$ cat config.mk
export PLATFORM = sky130hd
export DESIGN_NAME = bitmap_priority_scheduler_unit
export DESIGN_NICKNAME = d
export VERILOG_FILES = /design/src/sv/bps_pkg.sv /design/src/sv/bps_ctrl.sv /design/src/sv/bps_dp.sv /design/src/sv/bitmap_priority_scheduler_unit.sv
export SDC_FILE = /design/constraint.sdc
export NUM_CORES = 2
export LEC_CHECK = 0
export BUFFER_PORTS_ARGS = -buffer_cell sky130_fd_sc_hd__buf_4
export CORE_ASPECT_RATIO = 1.1
export CORE_MARGIN = 2
export CORE_UTILIZATION = 45
export DETAILED_ROUTE_END_ITERATION = 8
export PLACE_DENSITY = 0.65
export SLEW_MARGIN = 20
export SYNTH_ARGS = -nofsm -noshare
export SYNTH_HDL_FRONTEND = slang
export SYNTH_SLANG_ARGS = --single-unit
$ cat constraint.sdc
create_clock -name clk -period 6.9 [get_ports clk]
set_input_delay 0.69 -clock clk [delete_from_list [all_inputs] [get_ports clk]]
set_output_delay 0.69 -clock clk [all_outputs]
set_load 0.005 [all_outputs]
$ cat src/sv/bps_pkg.sv
// Package for the bitmap priority scheduler: request, result, command and
// status types, shared by the controller, datapath and top level.
// No dependencies.
package bps_pkg;

  localparam int MASK_W  = 32;
  localparam int PRIO_W  = 6;
  localparam int TIME_W  = 32;
  localparam int GROUP_W = 8;
  localparam int GROUPS  = MASK_W / GROUP_W;
  localparam int POS_W   = $clog2(GROUP_W);
  localparam int GRP_IDX_W = $clog2(GROUPS);

  typedef enum logic [1:0] {
    MODE_REGISTER = 2'd0,
    MODE_BLOCK    = 2'd1,
    MODE_TICK     = 2'd2,
    MODE_RESCHED  = 2'd3
  } mode_t;

  typedef struct packed {
    mode_t               mode;
    logic [PRIO_W-1:0]   priority_req;
    logic [TIME_W-1:0]   block_time;
  } req_t;

  typedef struct packed {
    logic [PRIO_W-1:0]   next_priority;
    logic                switch_request;
    logic                rejected;
    logic [MASK_W-1:0]   ready_bits;
    logic [MASK_W-1:0]   blocked_bits;
  } res_t;

  typedef struct packed {
    logic accept;
    logic tick_step;
    logic pick;
    logic resched;
    logic load_out;
  } cmd_t;

  typedef struct packed {
    logic tick_last;
    logic out_free;
  } status_t;

endpackage

$ cat src/sv/bps_ctrl.sv
// Sequencing controller for the bitmap priority scheduler.
// Depends on bps_pkg for the command and status types.
module bps_ctrl (
  input  logic              clk,
  input  logic              rst,
  input  logic              in_valid,
  output logic              in_ready,
  input  bps_pkg::mode_t    mode,
  input  bps_pkg::status_t  status,
  output bps_pkg::cmd_t     cmd
);

  typedef enum logic [2:0] {
    S_IDLE,
    S_TICK,
    S_PICK,
    S_SEL,
    S_DONE
  } state_t;

  state_t state;
  state_t state_next;

  assign in_ready = (state == S_IDLE);

  always_comb begin
    state_next = state;
    cmd        = '0;
    case (state)
      S_IDLE: begin
        cmd.accept = in_valid;
        if (in_valid) begin
          case (mode)
            bps_pkg::MODE_REGISTER: state_next = S_DONE;
            bps_pkg::MODE_TICK:     state_next = S_TICK;
            default:                state_next = S_PICK;
          endcase
        end
      end
      S_TICK: begin
        cmd.tick_step = 1'b1;
        if (status.tick_last) state_next = S_DONE;
      end
      S_PICK: begin
        cmd.pick   = 1'b1;
        state_next = S_SEL;
      end
      S_SEL: begin
        cmd.resched = 1'b1;
        state_next  = S_DONE;
      end
      S_DONE: begin
        cmd.load_out = status.out_free;
        if (status.out_free) state_next = S_IDLE;
      end
      default: state_next = S_IDLE;
    endcase
  end

  always_ff @(posedge clk) begin
    if (rst) begin
      state <= S_IDLE;
    end else begin
      state <= state_next;
    end
  end

endmodule

$ cat src/sv/bps_dp.sv
// Datapath of the bitmap priority scheduler: masks, countdown memory,
// two-stage priority pick and the output register. Depends on bps_pkg.
module bps_dp #(
  parameter int PRIORITY_LEVELS = 32,
  parameter int COUNT_WIDTH     = 32
) (
  input  logic              clk,
  input  logic              rst,
  input  bps_pkg::req_t     req,
  input  bps_pkg::cmd_t     cmd,
  output bps_pkg::status_t  status,
  output logic              out_valid,
  input  logic              out_ready,
  output bps_pkg::res_t     out_data
);

  localparam int IDX_W = (PRIORITY_LEVELS > 1) ? $clog2(PRIORITY_LEVELS) : 1;
  localparam logic [bps_pkg::TIME_W-1:0] COUNT_MAX =
    bps_pkg::TIME_W'((64'd1 << COUNT_WIDTH) - 64'd1);
  localparam logic [IDX_W-1:0] LAST_IDX = IDX_W'(PRIORITY_LEVELS - 1);

  logic [bps_pkg::MASK_W-1:0] ready_set;
  logic [bps_pkg::MASK_W-1:0] blocked_set;
  logic [PRIORITY_LEVELS-1:0] reg_mask;
  logic [bps_pkg::PRIO_W-1:0] running;
  logic                       running_valid;
  logic                       sw_flag;
  logic                       rej_flag;

  logic [COUNT_WIDTH-1:0] countdown [PRIORITY_LEVELS];
  logic [COUNT_WIDTH-1:0] rdata;
  logic [IDX_W-1:0]       scan_idx;

  logic [bps_pkg::GROUPS-1:0] grp_any;
  logic [bps_pkg::POS_W-1:0]  grp_pos [bps_pkg::GROUPS];
  logic [bps_pkg::GROUPS-1:0] grp_any_r;
  logic [bps_pkg::POS_W-1:0]  grp_pos_r [bps_pkg::GROUPS];
  logic [bps_pkg::PRIO_W-1:0] highest;

  logic                       mem_we;
  logic [IDX_W-1:0]           mem_waddr;
  logic [COUNT_WIDTH-1:0]     mem_wdata;
  logic                       mem_re;
  logic [IDX_W-1:0]           mem_raddr;

  logic [IDX_W-1:0]           reg_idx;
  logic                       reg_rej;
  logic [IDX_W-1:0]           run_idx;
  logic                       blk_rej;
  logic [bps_pkg::TIME_W-1:0] blk_time;
  logic [COUNT_WIDTH-1:0]     blk_count;
  logic [bps_pkg::MASK_W-1:0] reg_bit;
  logic [bps_pkg::MASK_W-1:0] run_bit;
  logic [bps_pkg::MASK_W-1:0] scan_bit;
  logic                       scan_blocked;
  logic                       scan_expire;

  assign reg_idx = IDX_W'(req.priority_req - bps_pkg::PRIO_W'(1));
  assign reg_rej = (req.priority_req == '0) ||
                   (req.priority_req > bps_pkg::PRIO_W'(PRIORITY_LEVELS)) ||
                   (|(reg_mask & (PRIORITY_LEVELS'(1) << reg_idx)));
  assign reg_bit = bps_pkg::MASK_W'(1) << reg_idx;

  assign run_idx = IDX_W'(running - bps_pkg::PRIO_W'(1));
  assign blk_rej = (running == '0);
  assign run_bit = bps_pkg::MASK_W'(1) << run_idx;

  // A zero block time counts as one tick; wide times saturate to the counter.
  always_comb begin
    blk_time = (req.block_time == '0) ? bps_pkg::TIME_W'(1) : req.block_time;
    if (blk_time > COUNT_MAX) blk_time = COUNT_MAX;
    blk_count = COUNT_WIDTH'(blk_time);
  end

  assign scan_bit     = bps_pkg::MASK_W'(1) << scan_idx;
  assign scan_blocked = |(blocked_set & scan_bit);
  assign scan_expire  = (rdata <= COUNT_WIDTH'(1));

  assign status.tick_last = (scan_idx == LAST_IDX);
  assign status.out_free  = !out_valid || out_ready;

  always_comb begin
    mem_we    = 1'b0;
    mem_waddr = scan_idx;
    mem_wdata = scan_expire ? '0 : rdata - COUNT_WIDTH'(1);
    mem_re    = 1'b0;
    mem_raddr = '0;
    if (cmd.accept && req.mode == bps_pkg::MODE_BLOCK && !blk_rej) begin
      mem_we    = 1'b1;
      mem_waddr = run_idx;
      mem_wdata = blk_count;
    end
    if (cmd.accept && req.mode == bps_pkg::MODE_TICK) begin
      mem_re = 1'b1;
    end
    if (cmd.tick_step) begin
      mem_we = scan_blocked;
      if (!status.tick_last) begin
        mem_re    = 1'b1;
        mem_raddr = scan_idx + IDX_W'(1);
      end
    end
  end

  always_ff @(posedge clk) begin
    if (mem_we) countdown[mem_waddr] <= mem_wdata;
    if (mem_re) rdata <= countdown[mem_raddr];
  end

  // First pick stage: highest ready bit within each byte of the mask.
  always_comb begin
    for (int g = 0; g < bps_pkg::GROUPS; g++) begin
      grp_any[g] = |ready_set[g*bps_pkg::GROUP_W +: bps_pkg::GROUP_W];
      grp_pos[g] = '0;
      for (int b = 0; b < bps_pkg::GROUP_W; b++) begin
        if (ready_set[g*bps_pkg::GROUP_W + b]) grp_pos[g] = bps_pkg::POS_W'(b);
      end
    end
  end

  // Second pick stage: highest byte that holds a ready bit; idle if none.
  always_comb begin
    highest = '0;
    for (int g = 0; g < bps_pkg::GROUPS; g++) begin
      if (grp_any_r[g]) begin
        highest = bps_pkg::PRIO_W'({bps_pkg::GRP_IDX_W'(g), grp_pos_r[g]}) +
                  bps_pkg::PRIO_W'(1);
      end
    end
  end

  always_ff @(posedge clk) begin
    if (cmd.pick) begin
      grp_any_r <= grp_any;
      for (int g = 0; g < bps_pkg::GROUPS; g++) grp_pos_r[g] <= grp_pos[g];
    end
    if (cmd.load_out) begin
      out_data.next_priority  <= running;
      out_data.switch_request <= sw_flag;
      out_data.rejected       <= rej_flag;
      out_data.ready_bits     <= ready_set;
      out_data.blocked_bits   <= blocked_set;
    end
  end

  always_ff @(posedge clk) begin
    if (rst) begin
      ready_set     <= '0;
      blocked_set   <= '0;
      reg_mask      <= '0;
      running       <= '0;
      running_valid <= 1'b0;
      sw_flag       <= 1'b0;
      rej_flag      <= 1'b0;
      scan_idx      <= '0;
      out_valid     <= 1'b0;
    end else begin
      if (cmd.accept) begin
        sw_flag  <= 1'b0;
        rej_flag <= 1'b0;
        scan_idx <= '0;
        case (req.mode)
          bps_pkg::MODE_REGISTER: begin
            if (reg_rej) begin
              rej_flag <= 1'b1;
            end else begin
              reg_mask  <= reg_mask | (PRIORITY_LEVELS'(1) << reg_idx);
              ready_set <= ready_set | reg_bit;
            end
          end
          bps_pkg::MODE_BLOCK: begin
            if (blk_rej) begin
              rej_flag <= 1'b1;
            end else begin
              ready_set   <= ready_set & ~run_bit;
              blocked_set <= blocked_set | run_bit;
            end
          end
          default: ;
        endcase
      end
      if (cmd.tick_step) begin
        if (scan_blocked && scan_expire) begin
          blocked_set <= blocked_set & ~scan_bit;
          ready_set   <= ready_set | scan_bit;
        end
        if (!status.tick_last) scan_idx <= scan_idx + IDX_W'(1);
      end
      // A refused block leaves the running thread in place.
      if (cmd.resched && !rej_flag) begin
        sw_flag       <= !running_valid || (highest != running);
        running       <= highest;
        running_valid <= 1'b1;
      end
      if (cmd.load_out) begin
        out_valid <= 1'b1;
      end else if (out_ready) begin
        out_valid <= 1'b0;
      end
    end
  end

endmodule

$ cat src/sv/bitmap_priority_scheduler_unit.sv
// Top level of the bitmap priority scheduler: controller and datapath.
// Depends on bps_pkg, bps_ctrl and bps_dp.
//
// One request is handled at a time and gives one result. A register request
// goes from acceptance straight to the output register; a block or reschedule
// request passes the pick and select states (the highest ready priority is
// found in two registered stages, per byte and then across bytes), and a tick
// walks the countdown memory one entry per cycle through its single read port,
// with the decremented value written back behind the read. The output register
// lets the next request be taken while a result waits to be collected.
module bitmap_priority_scheduler_unit #(
  parameter int PRIORITY_LEVELS = 32,
  parameter int COUNT_WIDTH     = 32
) (
  input  logic           clk,
  input  logic           rst,
  input  logic           in_valid,
  output logic           in_ready,
  input  bps_pkg::req_t  in_data,
  output logic           out_valid,
  input  logic           out_ready,
  output bps_pkg::res_t  out_data
);

  bps_pkg::cmd_t    cmd;
  bps_pkg::status_t status;

  bps_ctrl u_ctrl (
    .clk      (clk),
    .rst      (rst),
    .in_valid (in_valid),
    .in_ready (in_ready),
    .mode     (in_data.mode),
    .status   (status),
    .cmd      (cmd)
  );

  bps_dp #(
    .PRIORITY_LEVELS (PRIORITY_LEVELS),
    .COUNT_WIDTH     (COUNT_WIDTH)
  ) u_dp (
    .clk       (clk),
    .rst       (rst),
    .req       (in_data),
    .cmd       (cmd),
    .status    (status),
    .out_valid (out_valid),
    .out_ready (out_ready),
    .out_data  (out_data)
  );

endmodule

==> Yosys cells after proc, flatten, opt, wreduce, memory -nomap -nowiden <==
Memory sizes are Yosys's and may differ from the RTL's. A register that Yosys moved wholly into a read port is not among the register bits.
Index checks and enable logic that the tools add are counted.
{ "totals": {"reg_bits": 190, "latch_bits": 0, "ramBits": 1036, "romBits": 0, "input_bits": 44, "output_inout_bits": 74, "wordCells": 161, "memories": 2} }
{ "memory_table": {"columns": ["name", "words", "width", "rd", "rd_clocked_by_memory_dff", "wr", "line", "text"], "rows": [
  ["u_dp.countdown", 32, 32, 1, 1, 1, "bps_dp.sv:30", "logic [COUNT_WIDTH-1:0] countdown [PRIORITY_LEVELS];"],
  ["u_dp.grp_pos_r", 4, 3, 4, 0, 4, "bps_dp.sv:37", "logic [bps_pkg::POS_W-1:0] grp_pos_r [bps_pkg::GROUPS];"]
]} }
{ "op_classes": {"addsub": 8, "n_mul": 0, "div_mod_pow": 0, "magnitude_cmp": 3, "eq_ne": 11, "shift": 3, "mux": 79, "bitwise_logic": 11, "n_reduce_logical": 28} }
{ "op_table": {"columns": ["cell", "count"], "rows": [
  ["$mux W32", 14],
  ["$and A32 B32 Y32", 4],
  ["$or A32 B32 Y32", 4],
  ["$shl A1 B5 Y32 const A", 3],
  ["$not A32 Y32", 2],
  ["$pmux W32 S2", 1],
  ["$reduce_or A32 Y1", 2],
  ["$mux W3", 19],
  ["$gt A32 B32 Y1 const B", 1],
  ["$le A32 B1 Y1 const B", 1],
  ["$logic_not A32 Y1", 1],
  ["$reduce_or A8 Y1", 4],
  ["$sub A32 B1 Y32 const B", 1],
  ["$mux W5", 6],
  ["$mux W1", 24],
  ["$mux W6", 4],
  ["$mux W2", 8],
  ["$pmux W3 S5", 1],
  ["$add A5 B1 Y6 const B", 2],
  ["$logic_not A6 Y1", 2],
  ["$sub A5 B1 Y5 const B", 2],
  ["$eq A3 B2 Y1 const B", 2],
  ["$gt A6 B6 Y1 const B", 1],
  ["$ne A6 B6 Y1", 1],
  ["other kinds (20)", 33]
]} }

==> Depth between registers and ports, before layout <==
{ "logic_depth": {"word_depth": 10, "mapped_depth": 15, "mapped_depth_nobuf": 9} }

==> Cells and area by module <==
Synthesis repeated with hierarchy kept, for this count alone.
{ "hier_totals": {"cells_unflattened": 2992, "area_unflattened_um2": 50205.7} }
{ "by_module_without_submodules": {"columns": ["module", "instances", "cells_per_inst", "area_each_um2", "seq_area_each_um2"], "rows": [
  ["bps_dp", 1, 2961, 49910.4, 36575.1],
  ["bps_ctrl", 1, 31, 295.3, 60.1]
]} }

==> Worst setup path before layout <==
Ideal clock, no wire load.
{ "synth_timing": {"kind": "register to register", "start": "register u_dp.scan_idx[0]", "end": "memory u_dp.countdown[13][0], enable pin", "setup_time_ns": 0.421, "arrival_time_ns": 3.916, "required_time_ns": 6.479, "slack_ns": 2.563, "path_stages_with_launch": 14, "n_path_buf": 4, "synth_period_minus_slack_ns": 4.337, "path_cell_list": "dfxtp_1 > buf_2 > clkinv_1 > clkbuf_1 > clkbuf_1 > ha_1 > nand2_1 > o32a_1 > nand4_1 > or4_1 > buf_4 > and2_4 > a32oi_2 > nor2_1"} }
{ "synth_between": {"elab_chain_len": 6, "elab_cells_between_ends": 7, "classes_between": "shift (1); mux (4); bitwise (1); reduce/logical (1)"} }
{ "synth_lines": {"columns": ["element", "line", "text"], "rows": [
  ["start: declaration", "bps_dp.sv:32", "logic [IDX_W-1:0] scan_idx;"],
  ["start signal: assignment", "bps_dp.sv:187", "if (!status.tick_last) scan_idx <= scan_idx + IDX_W'(1);"],
  ["$shl A1 B5 Y32", "bps_dp.sv:75", "assign scan_bit = bps_pkg::MASK_W'(1) << scan_idx;"],
  ["$and A32 B32 Y32", "bps_dp.sv:76", "assign scan_blocked = |(blocked_set & scan_bit);"],
  ["$reduce_or A32 Y1", "bps_dp.sv:76", null],
  ["$mux W1", "bps_dp.sv:96", "if (cmd.tick_step) begin"],
  ["$mux W1", "bps_dp.sv:106", "if (mem_we) countdown[mem_waddr] <= mem_wdata;"],
  ["$mux W1 (implied by the code)", "bps_dp.sv:106", null],
  ["end: declaration", "bps_dp.sv:30", null]
]} }
Several ways; a longest one is shown, not always the timed one.

==> Worst setup path after layout <==
{ "layout_timing": {"start": "register u_dp.scan_idx[0]", "end": "memory u_dp.countdown[21][15], enable pin"} }
The elaborated chain is that of the path after synthesis.

==> impl_metrics.yaml <==
status:
  outcome: "complete, no violations"
global_route:
  antenna_found_initial: 0
  grt_max_degree: 112
  grtUsageTotal: 0.245
  first_global_vias: 31668
  grt_overflow: 0
  grt_pass1_wl_um: 210000
critical_path:
  crit_path_end_kind: "flop"
  critPathLaunchType: "flop"
  crit_type: "reg -> reg"
  regToRegSetupSlack_ns: 1.79
  required_ns: 7.33
  arrival_ns: 5.54
  crit_fanout: 109
finish:
  stdcell_count: 5336
  fin_nets: 3787
  final_area_um2: 58300
  nFillCells: 9200
  seqCellArea_um2: 36600
  diodes: 0
  multiInputGateArea_um2: 13300
  area_delta_synth_final_pct: 14.9
  drive_gt1_frac: 0.135
synthesis:
  ys_ff_latch: 1258
  synthArstFlopShare: 0
  syn-cell-area_um2: 50700
  synth_edf_count: 1144
  synth_nets: 3709
  ys.flop_type: "edfxtp_1"
  yosysUniqueCellTypes: 89
  synth_cells: 3645
  synth.area.top_cells: "edfxtp_1 68%, dfxtp_1 4.5%, o221ai_1 4.4%"
  synth_top_area_cell: "edfxtp_1"
  ys_warn_count: 0
  synth_top_area_share: 0.677
  syn_avg_cell_area_um2: 13.9
  ys_seq_area_frac: 0.722
detailed_routing:
  ant_nets: 0
  routed_wl_um: 144000
  viasPerCell: 6.21
  wl_per_cell_um: 26.9
  drc: 0
  initialDrtViolationCount: 4203
  firstDrtPassIters: 7
  vias: 33161
timing:
  hold_viol: 0
  skew_ns: 0.0404
  min_period_ns: 5.11
  relSlewSlack: 0.207
  max_freq_mhz: 196
  slew_violations: 0
  tightest_slew_ns: 1.19
  setup_violations: 0
  post-route-period-util: 0.740
  fin_setup_tns_ns: 0
  rsz0062_at_grt: "false"
place:
  post_dp_cell_area_um2: 53900
  place_congestion: 0.973
  placed_cells: 5092
  hpwl_um: 84800
  io_buffer_count: 117
power_and_ir_drop:
  leakage_nw: 18.0
  ir_drop_mv: 0.207
  clkPwrFrac: 0.400
  power_switching_mw: 4.39
  seqPwrFrac: 0.499
  power.density_nw_per_um2: 303
  pwr-share-comb: 0.101
  p_sw_frac: 0.248
  internal_power_mw: 13.3
clock_network:
  clk_pin_slew_ns: 0.06
  cts_tree: "done"
  ctsHoldBuffers: 0
  cts_root_buf: "clkbuf_16"
  ctsResizeCount: 0
  htree_levels: 4
  postCtsSetupRepairBufs: 0
  numCtsBuffers: 133
  clock_latency_ns: 0.75
  cts_buffer_depth: 3
  cts_sinks: 1258
floorplanning:
  io_pins: 118
  die_h_um: 356
  die-area_um2: 115000
  rows: 129
  start_util: 0.452
  die_w_um: 324
  design.core.area_um2: 112000
worst_hold_path:
  holdCritPathClass: "in -> reg"
run:
  cap_viol_max_count: 0
## worst max-delay path: stages (launching register included)
cell     delay [ns]
dfxtp_1        0.69
inv_8          0.37
ha_1           0.44
and2_1         0.26
a32oi_1        0.23
nand4_1        0.11
or4_1          0.75
and2_4         0.29
a32oi_2        0.90
nor2_4         0.32
buf_4          0.39
## cells by family (layout without fill, tap and decap cells)
kind of cell / Yosys count / after routing / share of synthesized area
DFF: 1258 / 1258 / 0.722
and+or+nand+nor: 1025 / 1025 / 0.0983
muxes: 17 / 17 / 0.00358
AOI/OAI and AO/OA: 961 / 961 / 0.138
buffers and inverters: 319 / 504 / 0.0250
adders and majority gates: 20 / 20 / 0.00493
xor gates and xnor gates: 45 / 45 / 0.00777
## layout by cell type, fill, tap and decap left out, drive strengths merged, types with 14 or more instances in the layout
cell,instances
a211oi,217
a21oi,147
a311oi,69
a31oi,102
and2,135
buf,226
clkbuf,160
clkinv,52
dfxtp,114
edfxtp,1144
ha,20
inv,45
nand2,355
nand3,169
nand4,14
nor2,173
nor3,31
nor4,54
o21ai,98
o221ai,257
xnor2,27
xor2,18
## layer usage
metal | up-vias | GRT usage | wire length, µm
met2 | 1588 | 0.388 | 67800
met5 | - | 0 | 0
met4 | 0 | 0.100 | 5640
li1 | 14610 | - | -
met3 | 263 | 0.0471 | 12000
met1 | 16700 | 0.334 | 58100
## Yosys cell counts, types with 12 or more instances
master,n
nand3b_1,12
nor3_1,28
a311oi_1,68
o31ai_1,12
nand2b_1,13
o21ai_0,98
nor4_1,52
nor2_1,173
and2_0,19
nand4_1,13
a21oi_1,147
xor2_1,18
ha_1,20
nand3_1,168
edfxtp_1,1144
dfxtp_1,114
nor2b_1,13
buf_2,27
and3_1,13
clkbuf_1,238
a31oi_1,99
a211oi_1,212
o221ai_1,257
xnor2_1,27
nand2_1,354
inv_1,35
and2_1,115
## power groups by stage
| stage | Combinational (mW) | Sequential, mW | Clock (mW) |
|---|---|---|---|
| after floorplan | 1.06 | 8.97 | 0 |
| after global placement | 1.72 | 8.98 | 0 |
| after detailed placement | 1.77 | 8.98 | 0 |
| after CTS | 1.77 | 8.82 | 7.15 |
| after global routing | 1.94 | 8.83 | 7.45 |
| final | 1.79 | 8.82 | 7.07 |
## sequential cells by signal, indices dropped and copies added, names as in the netlist
register,flops
u_dp.grp_any_r,4
u_dp.out_valid,1
u_dp.running,6
u_dp.reg_mask,32
u_dp.out_data,72
u_dp.blocked_set,32
u_dp.running_valid,1
u_dp.sw_flag,1
u_dp.grp_pos_r,12
u_ctrl.state,3
u_dp.rej_flag,1
u_dp.scan_idx,5
u_dp.ready_set,32
u_dp.rdata,32
u_dp.countdown,1024
## cell type report
class                      count  area share
sequential                  1258       0.628
clock inverter                82      0.0148
tap                         1506      0.0323
timing repair buffer         226      0.0341
clock buffer                 160      0.0592
multi-input combinational   2068       0.229
inverter                      36     0.00245
## path summary, 6_finish.rpt
check | startpoint | end | cells after the start
worst min register to register | u_dp.reg_mask[16] | u_dp.reg_mask[16] | 2
worst max register to register | u_dp.scan_idx[0] | u_dp.countdown[21][15] | 10
worst min-delay path | in_valid | u_ctrl.state[2] | 3
worst max-delay path | u_dp.scan_idx[0] | u_dp.countdown[21][15] | 10
## stage by stage
step,power [mW],hold slack [ns],utilization,setup slack (ns)
final,17.7,0.252,0.520,1.79
after global routing,18.2,0.250,0.520,1.57
after CTS,17.7,0.207,0.519,1.80
after detailed placement,10.7,0.436,0.480,1.82
after global placement,10.7,0.429,0.479,1.88
after floorplan,10.0,0.406,-,2.56
No activity file was read; power rests on OpenSTA's default activity.
